### config.mk
export PLATFORM = sky130hd
export DESIGN_NAME = yuyv422_to_rgb888_converter_flat
export DESIGN_NICKNAME = d
export VERILOG_FILES = /design/src/hw/rtl/y2r_pkg.sv /design/src/hw/rtl/y2r_ifs.sv /design/src/hw/rtl/y2r_chroma.sv /design/src/hw/rtl/y2r_lane.sv /design/src/hw/rtl/yuyv422_to_rgb888_converter.sv /design/src/flat_wrapper.sv
export VERILOG_INCLUDE_DIRS = /design/src /design/src/hw/rtl
export SDC_FILE = /design/constraint.sdc
export NUM_CORES = 1
export LEC_CHECK = 0
export BUFFER_PORTS_ARGS = -buffer_cell sky130_fd_sc_hd__buf_2
export CORE_ASPECT_RATIO = 2
export CORE_UTILIZATION = 65
export DETAILED_ROUTE_END_ITERATION = 8
export PLACE_DENSITY = 0.79
export RECOVER_POWER = 25
export SKIP_LAST_GASP = 1
export SYNTH_ARGS = -nofsm -noshare
export SYNTH_HDL_FRONTEND = slang
export SYNTH_SLANG_ARGS = --single-unit
### constraint.sdc
create_clock -name clk -period 9.9 [get_ports clk]
set_input_delay 2.97 -clock clk [delete_from_list [all_inputs] [get_ports clk]]
set_output_delay 2.97 -clock clk [all_outputs]
set_load 0.01 [all_outputs]
### src/hw/rtl/yuyv422_to_rgb888_converter_defines.svh
// assertion macros for the yuyv to rgb converter
// no dependencies; included by files that carry concurrent checks
`ifndef YUYV422_TO_RGB888_CONVERTER_DEFINES_SVH
`define YUYV422_TO_RGB888_CONVERTER_DEFINES_SVH
`ifndef SYNTHESIS
`define Y2R_ASSERT_IMP(label, clk, rst_n, ante, cons) \
	label: assert property (@(posedge clk) disable iff (!(rst_n)) (ante) |-> (cons)) \
		else $error("y2r check failed");
`define Y2R_ASSERT_NXT(label, clk, rst_n, ante, cons) \
	label: assert property (@(posedge clk) disable iff (!(rst_n)) (ante) |=> (cons)) \
		else $error("y2r check failed");
`else
`define Y2R_ASSERT_IMP(label, clk, rst_n, ante, cons)
`define Y2R_ASSERT_NXT(label, clk, rst_n, ante, cons)
`endif
`endif

### src/hw/rtl/y2r_pkg.sv
// widths, fixed-point coefficients and shared types of the yuyv to rgb converter
// no dependencies
`default_nettype none

package y2r_pkg;

	localparam int PIX_W    = 8;
	localparam int FRAC_W   = 16;
	localparam int COEF_W   = 17;
	// signed coefficient times signed centered chroma
	localparam int PROD_W   = (COEF_W + 1) + (PIX_W + 1);
	localparam int SUM_W    = PROD_W + 1;

	// unsigned q16 coefficients
	localparam logic [COEF_W-1:0] COEF_V_TO_R = 17'd89831;
	localparam logic [COEF_W-1:0] COEF_V_TO_G = 17'd45744;
	localparam logic [COEF_W-1:0] COEF_U_TO_G = 17'd22127;
	localparam logic [COEF_W-1:0] COEF_U_TO_B = 17'd113538;

	localparam logic [PIX_W:0]   CHROMA_ZERO = 9'd128;
	localparam logic [PIX_W-1:0] CHAN_MAX    = 8'd255;
	localparam logic [PIX_W-1:0] SCALE_NUM   = 8'd220;
	localparam logic [PIX_W-1:0] SCALE_MAX   = 8'd219;
	localparam int               SCALE_SHIFT = 8;

	typedef struct packed {
		logic signed [PROD_W-1:0] vr;
		logic signed [PROD_W-1:0] vg;
		logic signed [PROD_W-1:0] ug;
		logic signed [PROD_W-1:0] ub;
	} chroma_prod_t;

	typedef struct packed {
		logic [PIX_W-1:0] red;
		logic [PIX_W-1:0] green;
		logic [PIX_W-1:0] blue;
	} rgb_t;

endpackage

`default_nettype wire

### src/hw/rtl/y2r_ifs.sv
// stream interfaces: yuyv macropixel in, rgb pixel pair out
// depends on y2r_pkg
`default_nettype none

interface yuyv_if;
	import y2r_pkg::*;
	logic             valid;
	logic             ready;
	logic [PIX_W-1:0] luma_first;
	logic [PIX_W-1:0] chroma_blue;
	logic [PIX_W-1:0] luma_second;
	logic [PIX_W-1:0] chroma_red;
	logic             frame_end_in;

	modport source (
		output valid, luma_first, chroma_blue, luma_second, chroma_red, frame_end_in,
		input  ready
	);
	modport sink (
		input  valid, luma_first, chroma_blue, luma_second, chroma_red, frame_end_in,
		output ready
	);
endinterface

interface rgb_if;
	import y2r_pkg::*;
	logic             valid;
	logic             ready;
	logic [PIX_W-1:0] red_first;
	logic [PIX_W-1:0] green_first;
	logic [PIX_W-1:0] blue_first;
	logic [PIX_W-1:0] red_second;
	logic [PIX_W-1:0] green_second;
	logic [PIX_W-1:0] blue_second;
	logic             frame_end_out;

	modport source (
		output valid, red_first, green_first, blue_first,
		       red_second, green_second, blue_second, frame_end_out,
		input  ready
	);
	modport sink (
		input  valid, red_first, green_first, blue_first,
		       red_second, green_second, blue_second, frame_end_out,
		output ready
	);
endinterface

`default_nettype wire

### src/hw/rtl/y2r_chroma.sv
// shared chroma products: centers u and v and multiplies by the q16 coefficients
// depends on y2r_pkg
`default_nettype none

module y2r_chroma (
	input  wire logic [y2r_pkg::PIX_W-1:0] chroma_blue,
	input  wire logic [y2r_pkg::PIX_W-1:0] chroma_red,
	output y2r_pkg::chroma_prod_t          prod
);
	import y2r_pkg::*;

	logic signed [PIX_W:0]  du;
	logic signed [PIX_W:0]  dv;
	logic signed [COEF_W:0] k_vr;
	logic signed [COEF_W:0] k_vg;
	logic signed [COEF_W:0] k_ug;
	logic signed [COEF_W:0] k_ub;

	assign du = $signed({1'b0, chroma_blue}) - $signed(CHROMA_ZERO);
	assign dv = $signed({1'b0, chroma_red}) - $signed(CHROMA_ZERO);

	assign k_vr = $signed({1'b0, COEF_V_TO_R});
	assign k_vg = $signed({1'b0, COEF_V_TO_G});
	assign k_ug = $signed({1'b0, COEF_U_TO_G});
	assign k_ub = $signed({1'b0, COEF_U_TO_B});

	assign prod.vr = k_vr * dv;
	assign prod.vg = k_vg * dv;
	assign prod.ug = k_ug * du;
	assign prod.ub = k_ub * du;

endmodule

`default_nettype wire

### src/hw/rtl/y2r_lane.sv
// one pixel lane: adds luma to the chroma products, clamps and scales to 0..219
// depends on y2r_pkg
`default_nettype none

module y2r_lane (
	input  wire logic [y2r_pkg::PIX_W-1:0] luma,
	input  y2r_pkg::chroma_prod_t          prod,
	output y2r_pkg::rgb_t                  pix
);
	import y2r_pkg::*;

	function automatic logic signed [SUM_W-1:0] sext(input logic signed [PROD_W-1:0] p);
		return $signed({{(SUM_W-PROD_W){p[PROD_W-1]}}, p});
	endfunction

	// negative sums go to zero, large ones saturate, then c*220>>8
	function automatic logic [PIX_W-1:0] chan_finish(input logic signed [SUM_W-1:0] sum);
		logic [SUM_W-FRAC_W-2:0] whole;
		logic [PIX_W-1:0]        clamped;
		logic [2*PIX_W-1:0]      scaled;
		whole = sum[SUM_W-2:FRAC_W];
		if (sum[SUM_W-1]) begin
			clamped = '0;
		end else if (whole > (SUM_W-FRAC_W-1)'(CHAN_MAX)) begin
			clamped = CHAN_MAX;
		end else begin
			clamped = whole[PIX_W-1:0];
		end
		scaled = (2*PIX_W)'(clamped) * (2*PIX_W)'(SCALE_NUM);
		return scaled[SCALE_SHIFT+PIX_W-1:SCALE_SHIFT];
	endfunction

	logic signed [SUM_W-1:0] base;
	logic signed [SUM_W-1:0] sum_r;
	logic signed [SUM_W-1:0] sum_g;
	logic signed [SUM_W-1:0] sum_b;

	assign base  = $signed({{(SUM_W-PIX_W-FRAC_W){1'b0}}, luma, {FRAC_W{1'b0}}});
	assign sum_r = base + sext(prod.vr);
	assign sum_g = base - sext(prod.vg) - sext(prod.ug);
	assign sum_b = base + sext(prod.ub);

	assign pix.red   = chan_finish(sum_r);
	assign pix.green = chan_finish(sum_g);
	assign pix.blue  = chan_finish(sum_b);

endmodule

`default_nettype wire

### src/hw/rtl/yuyv422_to_rgb888_converter.sv
// yuyv 4:2:2 macropixel to rgb888 pixel pair converter, top level
// depends on y2r_pkg, y2r_ifs, y2r_chroma, y2r_lane and the assertion macro header
//
// usage:
//   yuyv carries one macropixel per beat (luma_first, chroma_blue, luma_second,
//   chroma_red, frame_end_in); rgb carries the two converted pixels of that
//   macropixel plus frame_end_out. a beat moves when valid and ready are high.
//   an accepted beat is registered in stage one (chroma multipliers), then in
//   the output register (the two pixel lanes). throughput: one macropixel per
//   cycle unless rgb stalls, set by this two-stage pipeline.
//   the shared chroma products feed both lanes; the output register merges
//   the two lane results with the frame end flag.
//   reset clears both stage valid bits; nothing else needs clearing.
//   when the receiver stalls, the output register holds its beat, stage one
//   still takes one more beat, and yuyv.ready drops once both stages are full.
//   the ready path runs combinationally from rgb.ready to yuyv.ready.
`default_nettype none
`include "yuyv422_to_rgb888_converter_defines.svh"

module yuyv422_to_rgb888_converter (
	input  wire logic clk,
	input  wire logic arst_n,
	yuyv_if.sink      yuyv,
	rgb_if.source     rgb
);
	import y2r_pkg::*;

	logic                 valid_s1;
	logic                 valid_s2;
	logic                 s1_ready;
	logic                 s2_ready;
	chroma_prod_t         prod;
	chroma_prod_t         prod_s1;
	logic [PIX_W-1:0]     luma_first_s1;
	logic [PIX_W-1:0]     luma_second_s1;
	logic                 frame_end_s1;
	rgb_t                 lane_first;
	rgb_t                 lane_second;
	rgb_t                 pix_first_s2;
	rgb_t                 pix_second_s2;
	logic                 frame_end_s2;

	assign s2_ready   = !valid_s2 || rgb.ready;
	assign s1_ready   = !valid_s1 || s2_ready;
	assign yuyv.ready = s1_ready;

	y2r_chroma u_chroma (
		.chroma_blue (yuyv.chroma_blue),
		.chroma_red  (yuyv.chroma_red),
		.prod        (prod)
	);

	y2r_lane u_lane_first (
		.luma (luma_first_s1),
		.prod (prod_s1),
		.pix  (lane_first)
	);

	y2r_lane u_lane_second (
		.luma (luma_second_s1),
		.prod (prod_s1),
		.pix  (lane_second)
	);

	always_ff @(posedge clk or negedge arst_n) begin
		if (!arst_n) begin
			valid_s1 <= 1'b0;
			valid_s2 <= 1'b0;
		end else begin
			if (s1_ready) begin
				valid_s1 <= yuyv.valid;
			end
			if (s2_ready) begin
				valid_s2 <= valid_s1;
			end
		end
	end

	always_ff @(posedge clk) begin
		if (s1_ready && yuyv.valid) begin
			prod_s1        <= prod;
			luma_first_s1  <= yuyv.luma_first;
			luma_second_s1 <= yuyv.luma_second;
			frame_end_s1   <= yuyv.frame_end_in;
		end
		// merge the two lanes into the output register
		if (s2_ready && valid_s1) begin
			pix_first_s2  <= lane_first;
			pix_second_s2 <= lane_second;
			frame_end_s2  <= frame_end_s1;
		end
	end

	assign rgb.valid         = valid_s2;
	assign rgb.red_first     = pix_first_s2.red;
	assign rgb.green_first   = pix_first_s2.green;
	assign rgb.blue_first    = pix_first_s2.blue;
	assign rgb.red_second    = pix_second_s2.red;
	assign rgb.green_second  = pix_second_s2.green;
	assign rgb.blue_second   = pix_second_s2.blue;
	assign rgb.frame_end_out = frame_end_s2;

	`Y2R_ASSERT_NXT(a_accept_fills_s1, clk, arst_n, yuyv.valid && yuyv.ready, valid_s1)
	`Y2R_ASSERT_NXT(a_s1_moves_to_out, clk, arst_n, valid_s1 && s2_ready, rgb.valid)
	`Y2R_ASSERT_IMP(a_full_blocks_input, clk, arst_n,
		valid_s1 && valid_s2 && !rgb.ready, !yuyv.ready)
	`Y2R_ASSERT_IMP(a_out_in_range, clk, arst_n, rgb.valid,
		(rgb.red_first <= SCALE_MAX) && (rgb.green_first <= SCALE_MAX) &&
		(rgb.blue_first <= SCALE_MAX) && (rgb.red_second <= SCALE_MAX) &&
		(rgb.green_second <= SCALE_MAX) && (rgb.blue_second <= SCALE_MAX))

endmodule

`default_nettype wire
### src/flat_wrapper.sv
// flat-port wrapper written by rule: the top's interface ports become plain ports
module yuyv422_to_rgb888_converter_flat import y2r_pkg::*;
  (clk, arst_n, yuyv_valid, yuyv_luma_first, yuyv_chroma_blue, yuyv_luma_second, yuyv_chroma_red, yuyv_frame_end_in, yuyv_ready, rgb_valid, rgb_red_first, rgb_green_first, rgb_blue_first, rgb_red_second, rgb_green_second, rgb_blue_second, rgb_frame_end_out, rgb_ready);
  yuyv_if yuyv_i ();
  rgb_if rgb_i ();
  input  wire logic clk;
  input  wire logic arst_n;
  input wire logic [$bits(yuyv_i.valid)-1:0] yuyv_valid;
  input wire logic [$bits(yuyv_i.luma_first)-1:0] yuyv_luma_first;
  input wire logic [$bits(yuyv_i.chroma_blue)-1:0] yuyv_chroma_blue;
  input wire logic [$bits(yuyv_i.luma_second)-1:0] yuyv_luma_second;
  input wire logic [$bits(yuyv_i.chroma_red)-1:0] yuyv_chroma_red;
  input wire logic [$bits(yuyv_i.frame_end_in)-1:0] yuyv_frame_end_in;
  output wire logic [$bits(yuyv_i.ready)-1:0] yuyv_ready;
  output wire logic [$bits(rgb_i.valid)-1:0] rgb_valid;
  output wire logic [$bits(rgb_i.red_first)-1:0] rgb_red_first;
  output wire logic [$bits(rgb_i.green_first)-1:0] rgb_green_first;
  output wire logic [$bits(rgb_i.blue_first)-1:0] rgb_blue_first;
  output wire logic [$bits(rgb_i.red_second)-1:0] rgb_red_second;
  output wire logic [$bits(rgb_i.green_second)-1:0] rgb_green_second;
  output wire logic [$bits(rgb_i.blue_second)-1:0] rgb_blue_second;
  output wire logic [$bits(rgb_i.frame_end_out)-1:0] rgb_frame_end_out;
  input wire logic [$bits(rgb_i.ready)-1:0] rgb_ready;
  assign yuyv_i.valid = yuyv_valid;
  assign yuyv_i.luma_first = yuyv_luma_first;
  assign yuyv_i.chroma_blue = yuyv_chroma_blue;
  assign yuyv_i.luma_second = yuyv_luma_second;
  assign yuyv_i.chroma_red = yuyv_chroma_red;
  assign yuyv_i.frame_end_in = yuyv_frame_end_in;
  assign yuyv_ready = yuyv_i.ready;
  assign rgb_valid = rgb_i.valid;
  assign rgb_red_first = rgb_i.red_first;
  assign rgb_green_first = rgb_i.green_first;
  assign rgb_blue_first = rgb_i.blue_first;
  assign rgb_red_second = rgb_i.red_second;
  assign rgb_green_second = rgb_i.green_second;
  assign rgb_blue_second = rgb_i.blue_second;
  assign rgb_frame_end_out = rgb_i.frame_end_out;
  assign rgb_i.ready = rgb_ready;
  yuyv422_to_rgb888_converter u_core (.clk(clk), .arst_n(arst_n), .yuyv(yuyv_i), .rgb(rgb_i));
endmodule
=== Word level (Yosys, flattened, before mapping) ===
Cells that the tools add are included.

* Add/subtract/negate cells: 10
* Reduce and logical (&&, ||, !) cells: 6
* Magnitude comparators: 6
* Multiplexer cells: 12
* Multiply operators: 10

{| class="wikitable"
|+ Operator list
! kind !! count
|-
| $add 25x27->28 || 4
|-
| $mux 8 || 12
|-
| $mul 8x6->14 const B || 6
|-
| $gt 11x8->1 const B || 6
|-
| $sub 27x25->28 || 2
|-
| $sub 25x26->27 || 2
|-
| $mul 18x9->27 const A || 1
|-
| $mul 17x9->26 const A || 1
|-
| $mul 16x9->25 const A || 1
|-
| $mul 13x9->22 const A || 1
|-
| $sub 8x8->9 const B || 2
|-
| $logic_and 1x1->1 || 2
|-
| $logic_not 1->1 || 2
|-
| $logic_or 1x1->1 || 2
|}

* Logic and storage cells: 60
* Register bits after elaboration: 168
* Output and inout bits: 51

=== Depth between registers and ports, before layout ===
* Depth in word-level cells: 6
* Gate-level depth with buffers: 29

=== By module ===
A second synthesis with hierarchy kept.

* Cells, all modules: 2506
* Area, all modules: 25378.1 um^2

{| class="wikitable"
|+ By module, submodules not included
! module !! instances !! seq. area each (um^2) !! cells each !! area an instance (um^2)
|-
| y2r_chroma || 1 || 0.0 || 1011 || 9108.7
|-
| y2r_lane (u_core.u_lane_second) || 1 || 0.0 || 665 || 5570.3
|-
| y2r_lane (u_core.u_lane_first) || 1 || 0.0 || 648 || 5370.2
|-
| yuyv422_to_rgb888_converter || 1 || 5275.1 || 182 || 5328.9
|}

=== Least setup slack after synthesis ===
Ideal clock, no wire load.

* Path type: input -> register
* From: input port yuyv_chroma_blue[3]
* To: register u_core.prod_s1[50] (netlist bit), data pin
* Data arrival time: 7.591 ns
* Library setup time: 0.258 ns
* Data required time: 9.642 ns
* Path buffers: 0
* Cell stages on the path: 20
* Setup slack: 2.051 ns
* Cell sequence: inv_1 -> fa_1 -> fa_1 -> inv_1 -> fa_1 -> inv_1 -> fa_1 -> inv_1 -> ha_1 -> ha_1 -> a21o_1 -> a21oi_1 -> o21bai_1 -> a21oi_1 -> o21bai_1 -> a2111oi_0 -> o21bai_1 -> a31oi_1 -> o21bai_1 -> xnor2_1

{| class="wikitable"
|+ RTL lines
! item !! RTL line !! RTL
|-
| start, declared || flat_wrapper.sv:10 || <nowiki>input wire logic [$bits(yuyv_i.chroma_blue)-1:0] yuyv_chroma_blue;</nowiki>
|-
| end signal, assigned || yuyv422_to_rgb888_converter.sv:81 || <nowiki>prod_s1 <= prod;</nowiki>
|-
| end, declared || yuyv422_to_rgb888_converter.sv:33 || <nowiki>chroma_prod_t prod_s1;</nowiki>
|}

==> impl_results.md <==
- Deepest clock path buffer count: 2
- Cell row count: 95
- Area growth from synthesis to layout: 6.47%
- Kind of capture point of the worst setup path: flip-flop
- Relative slew margins: 20.6%
- Routability Congestion: 0.974
- Final setup vio count: 0
- Number of gates given a new drive strength after cts: 0
- Remaining antenna violation count after routing: 0
- Largest net degree at the start of global routing: 74
- # port buffers: 87
- Arrival time reported for the critical path endpoint: 8.43 ns
- Start-to-end type of the worst setup path: input pin to flip-flop
- CTS H-tree lvls: 4
- Max-cap violations: 0
- Hold Startpoint: u_core.frame_end_s1
- Detailed-route wire length: 51.9 mm
- R2R setup slack: 2.37 ns
- Number of top-level pins: 88
- Number of antenna diodes: 0
- Fraction of final layout cells with drive strength greater than 1: 4.88%
- Initial antenna violation count: 0
- Count of cell types in the netlist: 76
- Die footprint: 35200 µm²
- Final-layout worst hold slack: 0.418 ns
- Clock transition at the registers of the reported paths: 0.07 ns
- Hold buffers post-CTS: 0
- Share of synthesized area occupied by flip-flops and latches: 18.3%
- Achievable frequency: 121 MHz
- Number of endpoints with negative hold slack in the final report: 0
- Via count of the first global-routing pass: 17600
- Die height: 264 µm
- Most instantiated flip-flop cell in the synthesis netlist: edfxtp_1
- Detailed-route via count: 16200
- Buffer count from post-CTS setup fixing: 0
- Core ar.: 33800 µm²
- Total global routing track utilization: 30.8%
- Hold Crit Depth: 0
- Initial DRC Count: 613
- Maximum fanout encountered on the critical timing path: 16
- Result of the run: completed
- Worst hold path class: flip-flop to flip-flop
- Global-route wire length before repair: 83.2 mm
- Root buffer cell: clkbuf_16
- Detail-routed via count per cell: 5.81
- Number of max-slew violations in the final report: 0
- FF-to-FF End: u_core.rgb.green_second[7]
- Most frequent standard cell in the layout excluding fill and tap cells: ha_1
- Avg WL per Cell: 18.6 µm
- Placed wire-length estimate: 45.0 mm
- Startpoint types: input pin
- Netlist area before placement: 22400 µm²
- Worst clock skew on the final layout: 0.0178 ns
- Part of the cycle the worst path needs: 83.2%
- Setup repair after global routing missed its margin: false
- Number of cells on the worst reg-to-reg path: 27
- Flops & latches, synth: 137
- Mapped Cells: 2259
- Highest-count cells in the layout ignoring fill and taps: ha_1, inv_1, fa_1, a21oi_1, edfxtp_1
- Final worst path period need: 8.23 ns
- Total Nets Final: 3093
- GR Overflow Total: 0
- Clock tree from TritonCTS: yes
- Async set or reset register ratio after synthesis: 1.46%
- Worst reg2reg startpoint: u_core.luma_second_s1[1]
- End point of the worst hold path: u_core.rgb.frame_end_out
- Number of sinks handled by clock tree synthesis: 137
- Net count after synthesis: 3009
- Data required, critical path: 10.09 ns
- Yosys warnings: 0
- Clock latency on the worst-skew pair: 0.46 ns
- Transition time of the tightest slew-check pin: 1.19 ns
- Syn avg cell area: 9.91 µm²
- Initial standard-cell utilization of the core: 66.3%
- Count of flip-flops with a built-in enable after synthesis: 135
- Number of buffers added by the clock tree synthesis step: 17
- Sum of negative setup slack: 0 ns
- Length of the first detailed-routing pass in iterations: 7
- Die W: 133 µm
- Residual DRC: 0
-- routing by layer --
metal / GRT usage, % / up-vias / wire length (µm)
met5: 0 / - / 0
met3: 3.67 / 193 / 1390
met2: 61.4 / 364 / 29000
li1: - / 7799 / -
met4: 23.4 / 0 / 4240
met1: 27.2 / 7876 / 17300
-- cells in the mapped netlist (5+ instances only) --
library cell,n,share of area [%]
ha_1,490,27
inv_1,470,7.9
fa_1,223,20
a21oi_1,135,3.0
edfxtp_1,135,18
nor2_1,130,2.2
xnor2_1,102,4.0
o21ai_0,77,1.7
nand2_1,46,0.77
a21o_1,44,1.5
xor2_1,41,1.6
o21a_1,35,1.2
nor3_1,33,0.74
o21bai_1,29,0.97
nor2b_1,28,0.78
clkbuf_1,20,0.34
o211ai_1,18,0.60
nand2b_1,17,0.48
nand3_1,14,0.31
or2_2,13,0.36
a31oi_1,11,0.31
o211a_1,10,0.45
and3_1,9,0.25
o221ai_1,7,0.27
a211oi_1,6,0.20
a21boi_0,6,0.20
and4b_1,6,0.27
o221a_2,6,0.30
or3_1,6,0.17
a41o_1,5,0.22
nor3b_1,5,0.17
o2111ai_1,5,0.20
o311a_1,5,0.22
-- how the worst max path moves through the flow --
stage                         from            endpoint  slack (ns)  cells past startpoint
2_1_floorplan  yuyv_chroma_blue[3]  u_core.prod_s1[50]        2.05                     20
3_3_place_gp   yuyv_chroma_blue[7]  u_core.prod_s1[50]        1.38                     21
3_5_place_dp   yuyv_chroma_blue[7]  u_core.prod_s1[50]        1.29                     21
4_1_cts        yuyv_chroma_blue[7]  u_core.prod_s1[50]        1.72                     21
5_1_grt        yuyv_chroma_blue[7]  u_core.prod_s1[50]        1.34                     21
6_report       yuyv_chroma_blue[7]  u_core.prod_s1[50]        1.67                     21
-- flip-flops by register name, indices dropped and copies added, names as in the netlist --
name / cells
u_core.prod_s1: 69
u_core.luma_first_s1: 8
u_core.luma_second_s1: 8
u_core.rgb.blue_first: 8
u_core.rgb.blue_second: 8
u_core.rgb.green_first: 8
u_core.rgb.green_second: 8
u_core.rgb.red_first: 8
u_core.rgb.red_second: 8
u_core.frame_end_s1: 1
u_core.rgb.frame_end_out: 1
u_core.rgb.valid: 1
u_core.valid_s1: 1
-- cell families (layout without fill, tap and decap cells) --
group / after synthesis / count (layout) / share of synthesized area, %
AND/OR/NAND/NOR: 330 / 330 / 7.27
multiplexers: 1 / 1 / 0.0503
AO/OA/AOI/OAI: 436 / 436 / 13.0
flip-flops: 137 / 137 / 18.3
buffers and inverters: 498 / 595 / 8.37
XOR/XNOR: 144 / 144 / 5.67
adder cells (fa/ha/maj): 713 / 713 / 47.3
-- cell type report --
class	count	area (µm²)
Multi-Input combinational cell	1624	16400
Fill cell	2636	9920
Sequential cell	137	4100
Inverter	474	1780
Tap cell	436	546
Clock buffer	17	425
Timing Repair Buffer	89	392
Clock inverter	15	179
-- critical path, cell delays in order --
cell       delay, ns
buf_2           0.20
inv_1           0.55
ha_1            0.38
inv_1           0.14
ha_1            0.30
fa_1            0.52
inv_1           0.05
fa_1            0.55
inv_1           0.05
ha_1            0.29
ha_1            0.34
a21o_1          0.19
a21oi_1         0.22
o21bai_1        0.09
a21oi_1         0.24
o21bai_1        0.12
a2111oi_0       0.58
o21bai_1        0.19
a31oi_1         0.20
o21bai_1        0.10
xnor2_1         0.13
-- per-stage QoR --
step	cell area (µm²)	utilization, %	worst slack [ns]	instances
global placement	23300	69.0	1.38	2760
finish	23800	70.6	1.67	2792
detailed placement	23300	69.0	1.29	2760
CTS	23900	70.8	1.72	2792
floorplan	22400	-	2.05	2259
global route	23800	70.6	1.34	2792
Power is left out: the tool's default activity adds up to more than one toggle a clock period on the data nets, which glitch-free logic cannot reach.
